==> config.mk <==
export PLATFORM = sky130hd
export DESIGN_NAME = tilt_posture_classifier_top
export DESIGN_NICKNAME = d
export VERILOG_FILES = /design/src/rtl/core/tpc_pkg.sv /design/src/rtl/core/tpc_isqrt.sv /design/src/rtl/core/tpc_div.sv /design/src/rtl/core/tilt_posture_classifier_top.sv
export SDC_FILE = /design/constraint.sdc
export NUM_CORES = 2
export LEC_CHECK = 0
export BUFFER_PORTS_ARGS = -buffer_cell sky130_fd_sc_hd__clkbuf_2
export CAP_MARGIN = 10
export CORE_MARGIN = 3
export CORE_UTILIZATION = 55
export DETAILED_ROUTE_END_ITERATION = 7
export PLACE_DENSITY_LB_ADDON = 0.08
export SYNTH_ARGS = -nofsm -noshare
export SYNTH_HDL_FRONTEND = slang
export SYNTH_HIERARCHICAL = 1
export SYNTH_SLANG_ARGS = --single-unit
==> constraint.sdc <==
create_clock -name clk -period 20.1 [get_ports clk]
set_clock_uncertainty 0.2 [all_clocks]
set_input_delay 2.01 -clock clk [delete_from_list [all_inputs] [get_ports clk]]
set_output_delay 2.01 -clock clk [all_outputs]
set_load 0.01 [all_outputs]
==> src/rtl/core/tpc_pkg.sv <==
// Shared widths, codes and constant tables of the tilt posture classifier.
package tpc_pkg;

    localparam int ACC_W     = 16;
    localparam int LIGHT_W   = 12;
    localparam int THR_W     = 13;
    localparam int ANG_W     = 15;
    localparam int SQ_IN_W   = 58;
    localparam int SQ_OUT_W  = 29;
    localparam int SQ_REM_W  = 33;
    localparam int DIV_NUM_W = 38;
    localparam int DIV_DEN_W = 24;
    localparam int TURN_W    = 22;
    localparam int RECIP_SH  = 27;

    localparam logic signed [15:0] UNIT_ONE    = 16'sd16384;
    localparam logic signed [31:0] DOT_ONE     = 32'sd268435456;
    localparam logic [SQ_IN_W-1:0] DOT_ONE_SQ  = 58'h100_0000_0000_0000;
    localparam logic [19:0]        ANGLE_MAX   = 20'd900000;
    localparam logic [19:0]        ROUND_HALF  = 20'd50;
    localparam logic [20:0]        CD_RECIP    = 21'd1342178;
    localparam logic [ANG_W-1:0]   RIGHT_ANGLE = 15'd9000;
    localparam logic [ANG_W-1:0]   STRAIGHT    = 15'd18000;

    localparam logic OP_MEASURE = 1'b0;
    localparam logic OP_CAL     = 1'b1;

    localparam logic [1:0] REG_UPRIGHT  = 2'd0;
    localparam logic [1:0] REG_SLIGHT   = 2'd1;
    localparam logic [1:0] REG_MODERATE = 2'd2;
    localparam logic [1:0] REG_MARGIN   = 2'd3;

    localparam logic [1:0] CLASS_UPRIGHT  = 2'd0;
    localparam logic [1:0] CLASS_SLIGHT   = 2'd1;
    localparam logic [1:0] CLASS_MODERATE = 2'd2;
    localparam logic [1:0] CLASS_HEAVY    = 2'd3;

    function automatic logic [19:0] atan_entry(input logic [3:0] i);
        logic [19:0] v;
        case (i)
            4'd0:    v = 20'd450000;
            4'd1:    v = 20'd265651;
            4'd2:    v = 20'd140362;
            4'd3:    v = 20'd71250;
            4'd4:    v = 20'd35763;
            4'd5:    v = 20'd17899;
            4'd6:    v = 20'd8952;
            4'd7:    v = 20'd4476;
            4'd8:    v = 20'd2238;
            4'd9:    v = 20'd1119;
            4'd10:   v = 20'd560;
            4'd11:   v = 20'd280;
            4'd12:   v = 20'd140;
            4'd13:   v = 20'd70;
            4'd14:   v = 20'd35;
            default: v = 20'd17;
        endcase
        return v;
    endfunction

endpackage

==> src/rtl/core/tpc_isqrt.sv <==
// Bit-serial integer square root, one result bit per cycle.
module tpc_isqrt
(
    input  logic                          clk,
    input  logic                          rst_n,
    input  logic                          start,
    input  logic [tpc_pkg::SQ_IN_W-1:0]   radicand,
    output logic                          done,
    output logic [tpc_pkg::SQ_OUT_W-1:0]  root
);

    logic [tpc_pkg::SQ_IN_W-1:0]  op_reg;
    logic [tpc_pkg::SQ_REM_W-1:0] rem_reg;
    logic [tpc_pkg::SQ_OUT_W-1:0] root_reg;
    logic [4:0]                   cnt_reg;
    logic                         busy_reg;
    logic                         done_reg;
    logic [tpc_pkg::SQ_REM_W-1:0] rem_sh;
    logic [tpc_pkg::SQ_REM_W-1:0] trial;
    logic                         ge;

    assign rem_sh = {rem_reg[tpc_pkg::SQ_REM_W-3:0], op_reg[tpc_pkg::SQ_IN_W-1 -: 2]};
    assign trial  = {2'b00, root_reg, 2'b01};
    assign ge     = rem_sh >= trial;
    assign done   = done_reg;
    assign root   = root_reg;

    always_ff @(posedge clk or negedge rst_n)
    begin
        if (!rst_n)
        begin
            busy_reg <= 1'b0;
            done_reg <= 1'b0;
            cnt_reg  <= '0;
            op_reg   <= '0;
            rem_reg  <= '0;
            root_reg <= '0;
        end
        else if (start)
        begin
            busy_reg <= 1'b1;
            done_reg <= 1'b0;
            cnt_reg  <= '0;
            op_reg   <= radicand;
            rem_reg  <= '0;
            root_reg <= '0;
        end
        else if (busy_reg)
        begin
            op_reg   <= {op_reg[tpc_pkg::SQ_IN_W-3:0], 2'b00};
            rem_reg  <= ge ? rem_sh - trial : rem_sh;
            root_reg <= {root_reg[tpc_pkg::SQ_OUT_W-2:0], ge};
            cnt_reg  <= cnt_reg + 5'd1;
            if (cnt_reg == 5'(tpc_pkg::SQ_OUT_W - 1))
            begin
                busy_reg <= 1'b0;
                done_reg <= 1'b1;
            end
        end
        else
        begin
            done_reg <= 1'b0;
        end
    end

endmodule

==> src/rtl/core/tpc_div.sv <==
// Restoring divider, one quotient bit per cycle.
module tpc_div
(
    input  logic                           clk,
    input  logic                           rst_n,
    input  logic                           start,
    input  logic [tpc_pkg::DIV_NUM_W-1:0]  num,
    input  logic [tpc_pkg::DIV_DEN_W-1:0]  den,
    output logic                           done,
    output logic [tpc_pkg::DIV_NUM_W-1:0]  quot
);

    logic [tpc_pkg::DIV_NUM_W-1:0] num_reg;
    logic [tpc_pkg::DIV_DEN_W-1:0] den_reg;
    logic [tpc_pkg::DIV_DEN_W-1:0] rem_reg;
    logic [5:0]                    cnt_reg;
    logic                          busy_reg;
    logic                          done_reg;
    logic [tpc_pkg::DIV_DEN_W:0]   rem_sh;
    logic [tpc_pkg::DIV_DEN_W:0]   diff;
    logic                          ge;

    assign rem_sh = {rem_reg, num_reg[tpc_pkg::DIV_NUM_W-1]};
    assign ge     = rem_sh >= {1'b0, den_reg};
    assign diff   = rem_sh - {1'b0, den_reg};
    assign done   = done_reg;
    assign quot   = num_reg;

    always_ff @(posedge clk or negedge rst_n)
    begin
        if (!rst_n)
        begin
            busy_reg <= 1'b0;
            done_reg <= 1'b0;
            cnt_reg  <= '0;
            num_reg  <= '0;
            den_reg  <= '0;
            rem_reg  <= '0;
        end
        else if (start)
        begin
            busy_reg <= 1'b1;
            done_reg <= 1'b0;
            cnt_reg  <= '0;
            num_reg  <= num;
            den_reg  <= den;
            rem_reg  <= '0;
        end
        else if (busy_reg)
        begin
            rem_reg <= ge ? diff[tpc_pkg::DIV_DEN_W-1:0] : rem_sh[tpc_pkg::DIV_DEN_W-1:0];
            num_reg <= {num_reg[tpc_pkg::DIV_NUM_W-2:0], ge};
            cnt_reg <= cnt_reg + 6'd1;
            if (cnt_reg == 6'(tpc_pkg::DIV_NUM_W - 1))
            begin
                busy_reg <= 1'b0;
                done_reg <= 1'b1;
            end
        end
        else
        begin
            done_reg <= 1'b0;
        end
    end

endmodule

==> src/rtl/core/tilt_posture_classifier_top.sv <==
// Top level of the tilt posture classifier: sequencer, shared multiplier and CORDIC.
//
// Input stream (s_*): one beat carries an opcode in s_tuser, three signed accelerometer
// axes and a light reading in s_tdata. A calibrate beat stores the normalized sample as
// the reference and light plus margin as the light threshold, and answers with one result
// beat. A measure beat before calibration is dropped without a result.
// Output stream (m_*): one result beat per answered input beat, tilt angle in
// centidegrees, posture class and light reading in m_tdata, flags in m_tuser.
// Configuration: APB port, four registers at byte addresses 0, 4, 8 and 12.
// Timing: one beat at a time. The time a beat takes is set by the bit-serial square-root
// unit (29 steps, used twice in a measure beat), the bit-serial divider (38 steps, once
// per axis) and 16 CORDIC steps through one shift-add unit. A calibrate beat, or a
// measure beat against a zero reference, skips the second square root and the CORDIC;
// a zero sample skips the square roots and the divider as well.
// s_tready is high whenever the sequencer is idle; a finished result waits in the output
// register while the next beat is taken, and the sequencer holds its result until the
// output register is free when m_tready stays low.
// Reset: limits return to 500, 800, 1500 and margin to 300; the block is uncalibrated,
// the reference is zero and the light state is dark.
module tilt_posture_classifier_top
(
    input  logic        clk,
    input  logic        rst_n,
    input  logic        psel,
    input  logic        penable,
    input  logic        pwrite,
    input  logic [3:0]  paddr,
    input  logic [31:0] pwdata,
    output logic [31:0] prdata,
    output logic        pready,
    input  logic        s_tvalid,
    output logic        s_tready,
    input  logic [63:0] s_tdata,   // accel_x, accel_y, accel_z, light_level, zero pad
    input  logic [0:0]  s_tuser,   // opcode
    output logic        m_tvalid,
    input  logic        m_tready,
    output logic [31:0] m_tdata,   // tilt_centideg, posture_class, light_out, zero pad
    output logic [2:0]  m_tuser    // light_edge, calibration_event, bad_sample
);

    typedef enum logic [13:0] {
        S_IDLE = 14'b00000000000001,
        S_MSQ  = 14'b00000000000010,
        S_SQM  = 14'b00000000000100,
        S_DIVS = 14'b00000000001000,
        S_DIVW = 14'b00000000010000,
        S_POST = 14'b00000000100000,
        S_DOT  = 14'b00000001000000,
        S_DSQ0 = 14'b00000010000000,
        S_DSQ1 = 14'b00000100000000,
        S_SQY  = 14'b00001000000000,
        S_COR  = 14'b00010000000000,
        S_ANG0 = 14'b00100000000000,
        S_ANG1 = 14'b01000000000000,
        S_FIN  = 14'b10000000000000
    } state_t;

    state_t state_reg, state_next;

    logic [14:0] upright_reg, slight_reg, moderate_reg;
    logic [11:0] margin_reg;
    logic        cfg_wr;

    logic signed [15:0] c_reg   [3];
    logic signed [15:0] u_reg   [3];
    logic signed [15:0] ref_reg [3];
    logic [11:0]        light_reg;
    logic               op_reg;
    logic [12:0]        thr_reg;
    logic               cal_reg;
    logic               dark_reg;
    logic               edge_reg;
    logic               bad_reg;
    logic [1:0]         idx_reg;
    logic               phase_reg;
    logic [31:0]        m2_reg;
    logic [23:0]        mag_reg;
    logic signed [31:0] dot_reg;
    logic signed [31:0] x_reg, y_reg;
    logic signed [21:0] t_reg;
    logic [3:0]         ci_reg;
    logic [14:0]        tilt_reg;
    logic [1:0]         cls_reg;
    logic signed [59:0] prod_reg;

    logic        out_valid_reg;
    logic [14:0] out_tilt_reg;
    logic [1:0]  out_cls_reg;
    logic [11:0] out_light_reg;
    logic        out_edge_reg, out_cal_reg, out_bad_reg;

    logic signed [29:0] mul_a, mul_b;
    logic               sq_start, sq_done;
    logic [57:0]        sq_in;
    logic [28:0]        sq_root;
    logic               div_start, div_done;
    logic [37:0]        div_num;
    logic [37:0]        div_quot;

    logic               accept;
    logic               c_neg;
    logic [16:0]        abs_c;
    logic [31:0]        m2_sum;
    logic signed [31:0] dot_sum;
    logic [15:0]        q_clamp;
    logic               ref_zero;
    logic signed [31:0] sx, sy;
    logic signed [21:0] atan_v;
    logic [19:0]        t_round;
    logic [14:0]        cd;
    logic [14:0]        angle;
    logic [1:0]         cls;
    logic               dark_now;

    // APB registers
    assign pready = 1'b1;
    assign cfg_wr = psel && penable && pwrite && pready;

    always_comb
    begin
        case (paddr[3:2])
            tpc_pkg::REG_UPRIGHT:  prdata = {17'd0, upright_reg};
            tpc_pkg::REG_SLIGHT:   prdata = {17'd0, slight_reg};
            tpc_pkg::REG_MODERATE: prdata = {17'd0, moderate_reg};
            tpc_pkg::REG_MARGIN:   prdata = {20'd0, margin_reg};
            default:               prdata = 32'd0;
        endcase
    end

    always_ff @(posedge clk or negedge rst_n)
    begin
        if (!rst_n)
        begin
            upright_reg  <= 15'd500;
            slight_reg   <= 15'd800;
            moderate_reg <= 15'd1500;
            margin_reg   <= 12'd300;
        end
        else if (cfg_wr)
        begin
            case (paddr[3:2])
                tpc_pkg::REG_UPRIGHT:  upright_reg  <= pwdata[14:0];
                tpc_pkg::REG_SLIGHT:   slight_reg   <= pwdata[14:0];
                tpc_pkg::REG_MODERATE: moderate_reg <= pwdata[14:0];
                tpc_pkg::REG_MARGIN:   margin_reg   <= pwdata[11:0];
                default:               margin_reg   <= margin_reg;
            endcase
        end
    end

    // shared units
    tpc_isqrt u_isqrt
    (
        .clk      (clk),
        .rst_n    (rst_n),
        .start    (sq_start),
        .radicand (sq_in),
        .done     (sq_done),
        .root     (sq_root)
    );

    tpc_div u_div
    (
        .clk   (clk),
        .rst_n (rst_n),
        .start (div_start),
        .num   (div_num),
        .den   (mag_reg),
        .done  (div_done),
        .quot  (div_quot)
    );

    assign s_tready = (state_reg == S_IDLE);
    assign accept   = s_tvalid && s_tready;
    assign dark_now = {1'b0, s_tdata[59:48]} < thr_reg;

    assign c_neg    = c_reg[idx_reg][15];
    assign abs_c    = c_neg ? (17'd0 - {c_reg[idx_reg][15], c_reg[idx_reg]})
                            : {1'b0, c_reg[idx_reg]};
    assign div_num  = {abs_c[15:0], 22'd0} + {15'd0, mag_reg[23:1]};
    assign q_clamp  = (div_quot > 38'd16384) ? 16'd16384 : {1'b0, div_quot[14:0]};
    assign m2_sum   = m2_reg + prod_reg[31:0];
    assign dot_sum  = dot_reg + prod_reg[31:0];
    assign ref_zero = (ref_reg[0] == 16'sd0) && (ref_reg[1] == 16'sd0)
                      && (ref_reg[2] == 16'sd0);
    assign sx       = x_reg >>> ci_reg;
    assign sy       = y_reg >>> ci_reg;
    assign atan_v   = $signed({2'b00, tpc_pkg::atan_entry(ci_reg)});
    assign cd       = prod_reg[tpc_pkg::RECIP_SH+14:tpc_pkg::RECIP_SH];
    assign angle    = dot_reg[31] ? tpc_pkg::STRAIGHT - cd : cd;

    always_comb
    begin
        if (t_reg[21])
            t_round = tpc_pkg::ROUND_HALF;
        else if (t_reg[19:0] > tpc_pkg::ANGLE_MAX || t_reg[20])
            t_round = tpc_pkg::ANGLE_MAX + tpc_pkg::ROUND_HALF;
        else
            t_round = t_reg[19:0] + tpc_pkg::ROUND_HALF;
    end

    always_comb
    begin
        if (angle < upright_reg)
            cls = tpc_pkg::CLASS_UPRIGHT;
        else if (angle < slight_reg)
            cls = tpc_pkg::CLASS_SLIGHT;
        else if (angle < moderate_reg)
            cls = tpc_pkg::CLASS_MODERATE;
        else
            cls = tpc_pkg::CLASS_HEAVY;
    end

    // multiplier operand select
    always_comb
    begin
        mul_a = 30'sd0;
        mul_b = 30'sd0;
        case (state_reg)
            S_MSQ:
            begin
                mul_a = 30'(c_reg[idx_reg]);
                mul_b = 30'(c_reg[idx_reg]);
            end
            S_DOT:
            begin
                mul_a = 30'(ref_reg[idx_reg]);
                mul_b = 30'(u_reg[idx_reg]);
            end
            S_DSQ0:
            begin
                mul_a = dot_reg[29:0];
                mul_b = dot_reg[29:0];
            end
            S_ANG0:
            begin
                mul_a = $signed({10'd0, t_round});
                mul_b = $signed({9'd0, tpc_pkg::CD_RECIP});
            end
            default:
            begin
                mul_a = 30'sd0;
                mul_b = 30'sd0;
            end
        endcase
    end

    assign sq_start  = ((state_reg == S_MSQ) && phase_reg && (idx_reg == 2'd2)
                        && (m2_sum != 32'd0)) || (state_reg == S_DSQ1);
    assign sq_in     = (state_reg == S_DSQ1) ? tpc_pkg::DOT_ONE_SQ - prod_reg[57:0]
                                             : {10'd0, m2_sum, 16'd0};
    assign div_start = (state_reg == S_DIVS);

    always_comb
    begin
        state_next = state_reg;
        case (state_reg)
            S_IDLE:
                if (accept && (s_tuser[0] == tpc_pkg::OP_CAL || cal_reg))
                    state_next = S_MSQ;
            S_MSQ:
                if (phase_reg && idx_reg == 2'd2)
                    state_next = (m2_sum == 32'd0) ? S_POST : S_SQM;
            S_SQM:
                if (sq_done)
                    state_next = S_DIVS;
            S_DIVS:
                state_next = S_DIVW;
            S_DIVW:
                if (div_done)
                    state_next = (idx_reg == 2'd2) ? S_POST : S_DIVS;
            S_POST:
                if (op_reg == tpc_pkg::OP_CAL || bad_reg || ref_zero)
                    state_next = S_FIN;
                else
                    state_next = S_DOT;
            S_DOT:
                if (phase_reg && idx_reg == 2'd2)
                    state_next = S_DSQ0;
            S_DSQ0:
                state_next = S_DSQ1;
            S_DSQ1:
                state_next = S_SQY;
            S_SQY:
                if (sq_done)
                    state_next = S_COR;
            S_COR:
                if (ci_reg == 4'd15)
                    state_next = S_ANG0;
            S_ANG0:
                state_next = S_ANG1;
            S_ANG1:
                state_next = S_FIN;
            S_FIN:
                if (!out_valid_reg || m_tready)
                    state_next = S_IDLE;
            default:
                state_next = S_IDLE;
        endcase
    end

    always_ff @(posedge clk or negedge rst_n)
    begin
        if (!rst_n)
        begin
            state_reg <= S_IDLE;
            cal_reg   <= 1'b0;
            dark_reg  <= 1'b1;
            thr_reg   <= '0;
            ref_reg   <= '{default: 16'sd0};
        end
        else
        begin
            state_reg <= state_next;
            if (accept && s_tuser[0] == tpc_pkg::OP_CAL)
            begin
                cal_reg <= 1'b1;
                thr_reg <= {1'b0, s_tdata[59:48]} + {1'b0, margin_reg};
            end
            else if (accept && cal_reg)
            begin
                dark_reg <= dark_now;
            end
            if (state_reg == S_POST && op_reg == tpc_pkg::OP_CAL)
                ref_reg <= u_reg;
        end
    end

    always_ff @(posedge clk)
    begin
        prod_reg <= mul_a * mul_b;
        case (state_reg)
            S_IDLE:
            begin
                c_reg[0]  <= $signed(s_tdata[15:0]);
                c_reg[1]  <= $signed(s_tdata[31:16]);
                c_reg[2]  <= $signed(s_tdata[47:32]);
                light_reg <= s_tdata[59:48];
                op_reg    <= s_tuser[0];
                edge_reg  <= (s_tuser[0] == tpc_pkg::OP_MEASURE) && !dark_now && dark_reg;
                bad_reg   <= 1'b0;
                idx_reg   <= 2'd0;
                phase_reg <= 1'b0;
                m2_reg    <= 32'd0;
            end
            S_MSQ:
            begin
                phase_reg <= !phase_reg;
                if (phase_reg)
                begin
                    m2_reg  <= m2_sum;
                    idx_reg <= idx_reg + 2'd1;
                    if (idx_reg == 2'd2 && m2_sum == 32'd0)
                    begin
                        bad_reg <= 1'b1;
                        u_reg   <= '{default: 16'sd0};
                    end
                end
            end
            S_SQM:
            begin
                mag_reg <= sq_root[23:0];
                idx_reg <= 2'd0;
            end
            S_DIVW:
                if (div_done)
                begin
                    u_reg[idx_reg] <= c_neg ? -$signed(q_clamp) : $signed(q_clamp);
                    idx_reg        <= idx_reg + 2'd1;
                end
            S_POST:
            begin
                idx_reg   <= 2'd0;
                phase_reg <= 1'b0;
                dot_reg   <= 32'sd0;
                if (op_reg == tpc_pkg::OP_CAL)
                begin
                    tilt_reg <= '0;
                    cls_reg  <= tpc_pkg::CLASS_UPRIGHT;
                end
                else
                begin
                    tilt_reg <= tpc_pkg::RIGHT_ANGLE;
                    cls_reg  <= tpc_pkg::CLASS_HEAVY;
                    if (ref_zero)
                        bad_reg <= 1'b1;
                end
            end
            S_DOT:
            begin
                phase_reg <= !phase_reg;
                if (phase_reg)
                begin
                    idx_reg <= idx_reg + 2'd1;
                    if (idx_reg != 2'd2)
                        dot_reg <= dot_sum;
                    else if (dot_sum > tpc_pkg::DOT_ONE)
                        dot_reg <= tpc_pkg::DOT_ONE;
                    else if (dot_sum < -tpc_pkg::DOT_ONE)
                        dot_reg <= -tpc_pkg::DOT_ONE;
                    else
                        dot_reg <= dot_sum;
                end
            end
            S_SQY:
            begin
                x_reg  <= dot_reg[31] ? -dot_reg : dot_reg;
                y_reg  <= $signed({3'd0, sq_root});
                t_reg  <= 22'sd0;
                ci_reg <= 4'd0;
            end
            S_COR:
            begin
                ci_reg <= ci_reg + 4'd1;
                if (!y_reg[31])
                begin
                    x_reg <= x_reg + sy;
                    y_reg <= y_reg - sx;
                    t_reg <= t_reg + atan_v;
                end
                else
                begin
                    x_reg <= x_reg - sy;
                    y_reg <= y_reg + sx;
                    t_reg <= t_reg - atan_v;
                end
            end
            S_ANG1:
            begin
                tilt_reg <= angle;
                cls_reg  <= cls;
            end
            default:
            begin
                idx_reg <= idx_reg;
            end
        endcase
    end

    // output register
    always_ff @(posedge clk or negedge rst_n)
    begin
        if (!rst_n)
            out_valid_reg <= 1'b0;
        else if (state_reg == S_FIN && (!out_valid_reg || m_tready))
            out_valid_reg <= 1'b1;
        else if (m_tready)
            out_valid_reg <= 1'b0;
    end

    always_ff @(posedge clk)
    begin
        if (state_reg == S_FIN && (!out_valid_reg || m_tready))
        begin
            out_tilt_reg  <= tilt_reg;
            out_cls_reg   <= cls_reg;
            out_light_reg <= light_reg;
            out_edge_reg  <= edge_reg;
            out_cal_reg   <= op_reg;
            out_bad_reg   <= bad_reg;
        end
    end

    assign m_tvalid = out_valid_reg;
    assign m_tdata  = {3'd0, out_light_reg, out_cls_reg, out_tilt_reg};
    assign m_tuser  = {out_bad_reg, out_cal_reg, out_edge_reg};

    a_cal_sticky: assert property (@(posedge clk) disable iff (!rst_n)
        cal_reg |=> cal_reg)
        else $error("calibration flag dropped");

    a_tilt_range: assert property (@(posedge clk) disable iff (!rst_n)
        m_tvalid |-> m_tdata[14:0] <= tpc_pkg::STRAIGHT)
        else $error("tilt out of range");

    a_cal_zero: assert property (@(posedge clk) disable iff (!rst_n)
        (m_tvalid && m_tuser[1]) |-> (m_tdata[16:0] == 17'd0 && !m_tuser[0]))
        else $error("calibration beat carries an angle or edge");

    a_div_den: assert property (@(posedge clk) disable iff (!rst_n)
        (state_reg == S_DIVS) |-> (mag_reg != 24'd0))
        else $error("divide by zero magnitude");

endmodule

==> flow_results.org <==
** Outcome
- The run finished with clean final reports.

** Setup path
- At the worst endpoint, the arrival time is 13.57 ns.
- Setup slack, reg-to-reg :: 6.94 ns
- Critical Path Source Type :: flip-flop
- Worst r2r src :: state_reg[9]$_DFFE_PN0P_
- Type of destination of the critical path :: flip-flop
- On the worst path, the slowest cell contributes a delay of 1.06 ns.
- Of all nets on the critical path, the largest fanout is 35.
- R2r worst-path depth :: 32
- In this design, the critical path's most frequently occurring cell is fa_1.
- STA puts the critical path data required time at 20.51 ns.
- Slowest cell on the critical path :: a221o_1
- The worst setup path is of the flip-flop to flip-flop kind.
- In this run the critical register-to-register path is captured at prod_reg[56]$_DFF_P_.

** Route
- Total routed wirelength :: 244900 microns
- The first TritonRoute pass finished after 6 iterations.
- The routed layout has 64950 vias.
- In the routed layout, each cell is associated on average with a via count of 5.901.
- After detailed routing, the number of remaining DRC violations is 0.
- Initial DRC count :: 5050
- Routed wire length per instance :: 22.25 microns
- Once detail routing completed, the nets flagged for antenna violations numbered 0.

** Layout
- Compared with the post-synthesis result, the final layout area differs by 6.892%.
- Fraction of final layout cells with drive strength greater than 1 :: 0.08011
- Fillers :: 13280
- NumNets Final :: 10430

** Synthesis
- The cell area that synthesis handed to floorplanning was 83200 sq um.
- Count leader, synth :: inv_1
- Top area cells in the synthesized netlist :: fa_1 23%, edfxtp_1 12%, dfrtp_1 10%, ha_1 7.0%, inv_1 5.7%
- Yosys printed 6 warnings.
- After synthesis, the most frequently instantiated cells are 1260 x inv_1, 1084 x nand2_1, 945 x fa_1.
- Synthesized area per cell :: 9.271 sq um
- Counting flops with a built-in enable in the synthesized netlist gives 341.
- fa_1 takes more of the synthesized area than any other cell.
- In the synthesized netlist the async set-or-reset flop fraction comes to 0.4574.
- Of the post-synthesis cell area, the dominant cell type holds 0.2274.
- The synthesized design contains 774 register bits.
- Unique masters post-synth :: 120
- Cell count after synthesis :: 8974
- Leading register cell type out of synthesis :: edfxtp_1
- For this run, the register share of the synthesized area comes to 0.2489.

** Hold path
- Hold path start :: tilt_reg[10]$_SDFFCE_PP0P_
- For hold timing, the worst endpoint is out_tilt_reg[10]$_DFFE_PP_.
- Number of cells on the worst hold path :: 0
- The min-delay analysis places its worst path in the category flip-flop to flip-flop.

** Timing
- On the final layout, the worst hold slack is 0.2174 ns.
- Max Fclk :: 0.07599 GHz
- Final setup violation count :: 0
- The hold violation count in the final report is 0.
- In this run the tightest slew margin relative to its limit is 0.1448.
- For the final routed database, the setup TNS stands at 0 ns.
- Dividing the final minimum period by the clock period gives 0.6547.
- Setup repair after global routing missed its margin :: no
- Setup slack on the critical path of the routed design comes to 6.941 ns.
- Tightest Pin Transition :: 1.283 ns
- Final count of pins violating max slew :: 0
- Period minus WS final :: 13.16 ns

** Clock tree
- Cell chosen for the clock root :: clkbuf_16
- Buffers added to address setup during post-CTS repair amount to 0.
- Buffer levels on the longest clock path :: 3
- TritonCTS built the clock tree.
- TritonCTS created 90 clock buffers.
- Counting every sink on the clock net gives 774.
- Hold repair after CTS inserted 0 buffers.
- Clock latency on the worst-skew pair :: 0.71 ns
- Gates resized during post-CTS repair numbered 0.
- Number of H-tree branching levels :: 3
- Clock transition at the registers of the reported paths :: 0.06 ns

** Floorplanning
- Core Region :: 150100 sq um
- The initialized floorplan defines 142 standard-cell rows.
- 178 I/O pins were placed.
- The die is 394.9 microns tall.
- Die W :: 394.9 microns
- Initial core utilization :: 0.5542
- The die covers 156000 sq um.

** Global routing
- In the global route stage, overall resource usage came out at 0.3181.
- Remaining global-route overflow :: 0
- The via count of the first global-routing pass was 66720.
- Initial antenna violation count :: 4
- Maximum number of pins on one net before global-route repair :: 108
- Wire length of the first global-routing pass :: 385400 microns

** Place
- Input and output buffers added on the ports amount to 133.
- Last weighted congestion value of the routability-driven placer :: 0.9592
- HPWL Detailed :: 184700 microns
- Pre-CTS WS :: 7.214 ns

** Power and ir drop
- Lkg Pwr :: 41.67 nW
- Across the VDD grid, the largest voltage drop is 0.08630 mV.
- In this run the power density over the cells is 103.0 nW/um^2.

** Flow run
- Max-cap violations in this run came to 0.
## final cells by class
type	instances	area, sq um	area share
multi-input combinational	6511	56170	0.6316
clock inverter	51	554.3	0.006233
clock buffer	119	2526	0.02841
timing repair buffer	269	1697	0.01908
tap	2016	2522	0.02836
sequential	774	20710	0.2329
antenna	2	5.005	0.00005628
inverter	1264	4747	0.05338
## critical path: cells and delay by family, from the launching register on
| family | cells | cell delay (ns) |
|---|---|---|
| compound gates | 13 | 5.53 |
| fa+ha+maj | 9 | 4.34 |
| simple gates | 6 | 2.16 |
| flops | 1 | 0.45 |
| xor+xnor | 1 | 0.19 |
| buf+inv | 3 | 0.16 |
## worst max-delay path by stage
stage	start	to	slack (ns)	depth (start not counted)
6_report	state_reg[9]$_DFFE_PN0P_	prod_reg[56]$_DFF_P_	6.94	32
2_1_floorplan	flip-flop	prod_reg[57]$_DFF_P_	9.29	36
3_5_place_dp	state_reg[13]$_DFFE_PN0P_	prod_reg[56]$_DFF_P_	7.21	32
4_1_cts	state_reg[9]$_DFFE_PN0P_	prod_reg[56]$_DFF_P_	7.19	32
5_1_grt	state_reg[9]$_DFFE_PN0P_	prod_reg[56]$_DFF_P_	6.55	34
3_3_place_gp	state_reg[13]$_DFFE_PN0P_	prod_reg[56]$_DFF_P_	7.33	33
## cells in the final DEF (no fill, tap or decap), types with 52 or more instances in the layout
cell type,n
clkbuf_2,132
a21o_1,154
dfrtp_1,330
a211oi_1,94
o21a_1,53
nand3_1,74
and2_1,86
nor4_1,52
ha_1,464
buf_4,133
xor2_1,181
inv_1,1259
nor2_1,876
clkbuf_16,94
a21oi_1,375
fa_1,945
dfxtp_1,79
nor3_1,80
edfxtp_1,341
mux4_2,61
xnor2_1,259
o21ai_0,493
nand2b_1,57
mux2_2,117
nand2_1,1082
mux2i_1,262
## routing by layer
layer	up-vias	global-route usage	share of wire
li1	29560	-	-
met3	622	0.04784	0.067
met5	-	0	0.000053
met1	32490	0.4063	0.39
met4	2	0.1653	0.061
met2	2275	0.5266	0.48
## per-stage QoR
stage / cells / total power [W] / cell area, sq um / util
finish: 11010 / 0.009164 / 88930 / 0.5924
floorplan: 8993 / 0.005889 / 83270 / -
detailed placement: 10830 / 0.007407 / 85820 / 0.5717
CTS: 11000 / 0.009159 / 88900 / 0.5922
global route: 11000 / 0.009822 / 88930 / 0.5923
global placement: 10830 / 0.007328 / 85820 / 0.5717
## cell families after synthesis
family / share of synthesized area
adders and majority gates: 0.2972
DFF: 0.2489
buffers and inverters: 0.08040
and+or+nand+nor: 0.1383
xor gates and xnor gates: 0.04632
AOI/OAI and AO/OA: 0.1184
muxes: 0.07044
other: 0.00009027
## where the power goes
group | internal, W | switching [W] | leakage, nW
registers | 0.00199 | 0.000278 | 8.27
clock network | 0.000976 | 0.000721 | 1.50
logic | 0.00189 | 0.00331 | 31.9
total | 0.00486 | 0.00430 | 41.7
(Power assumes the default switching activity.)
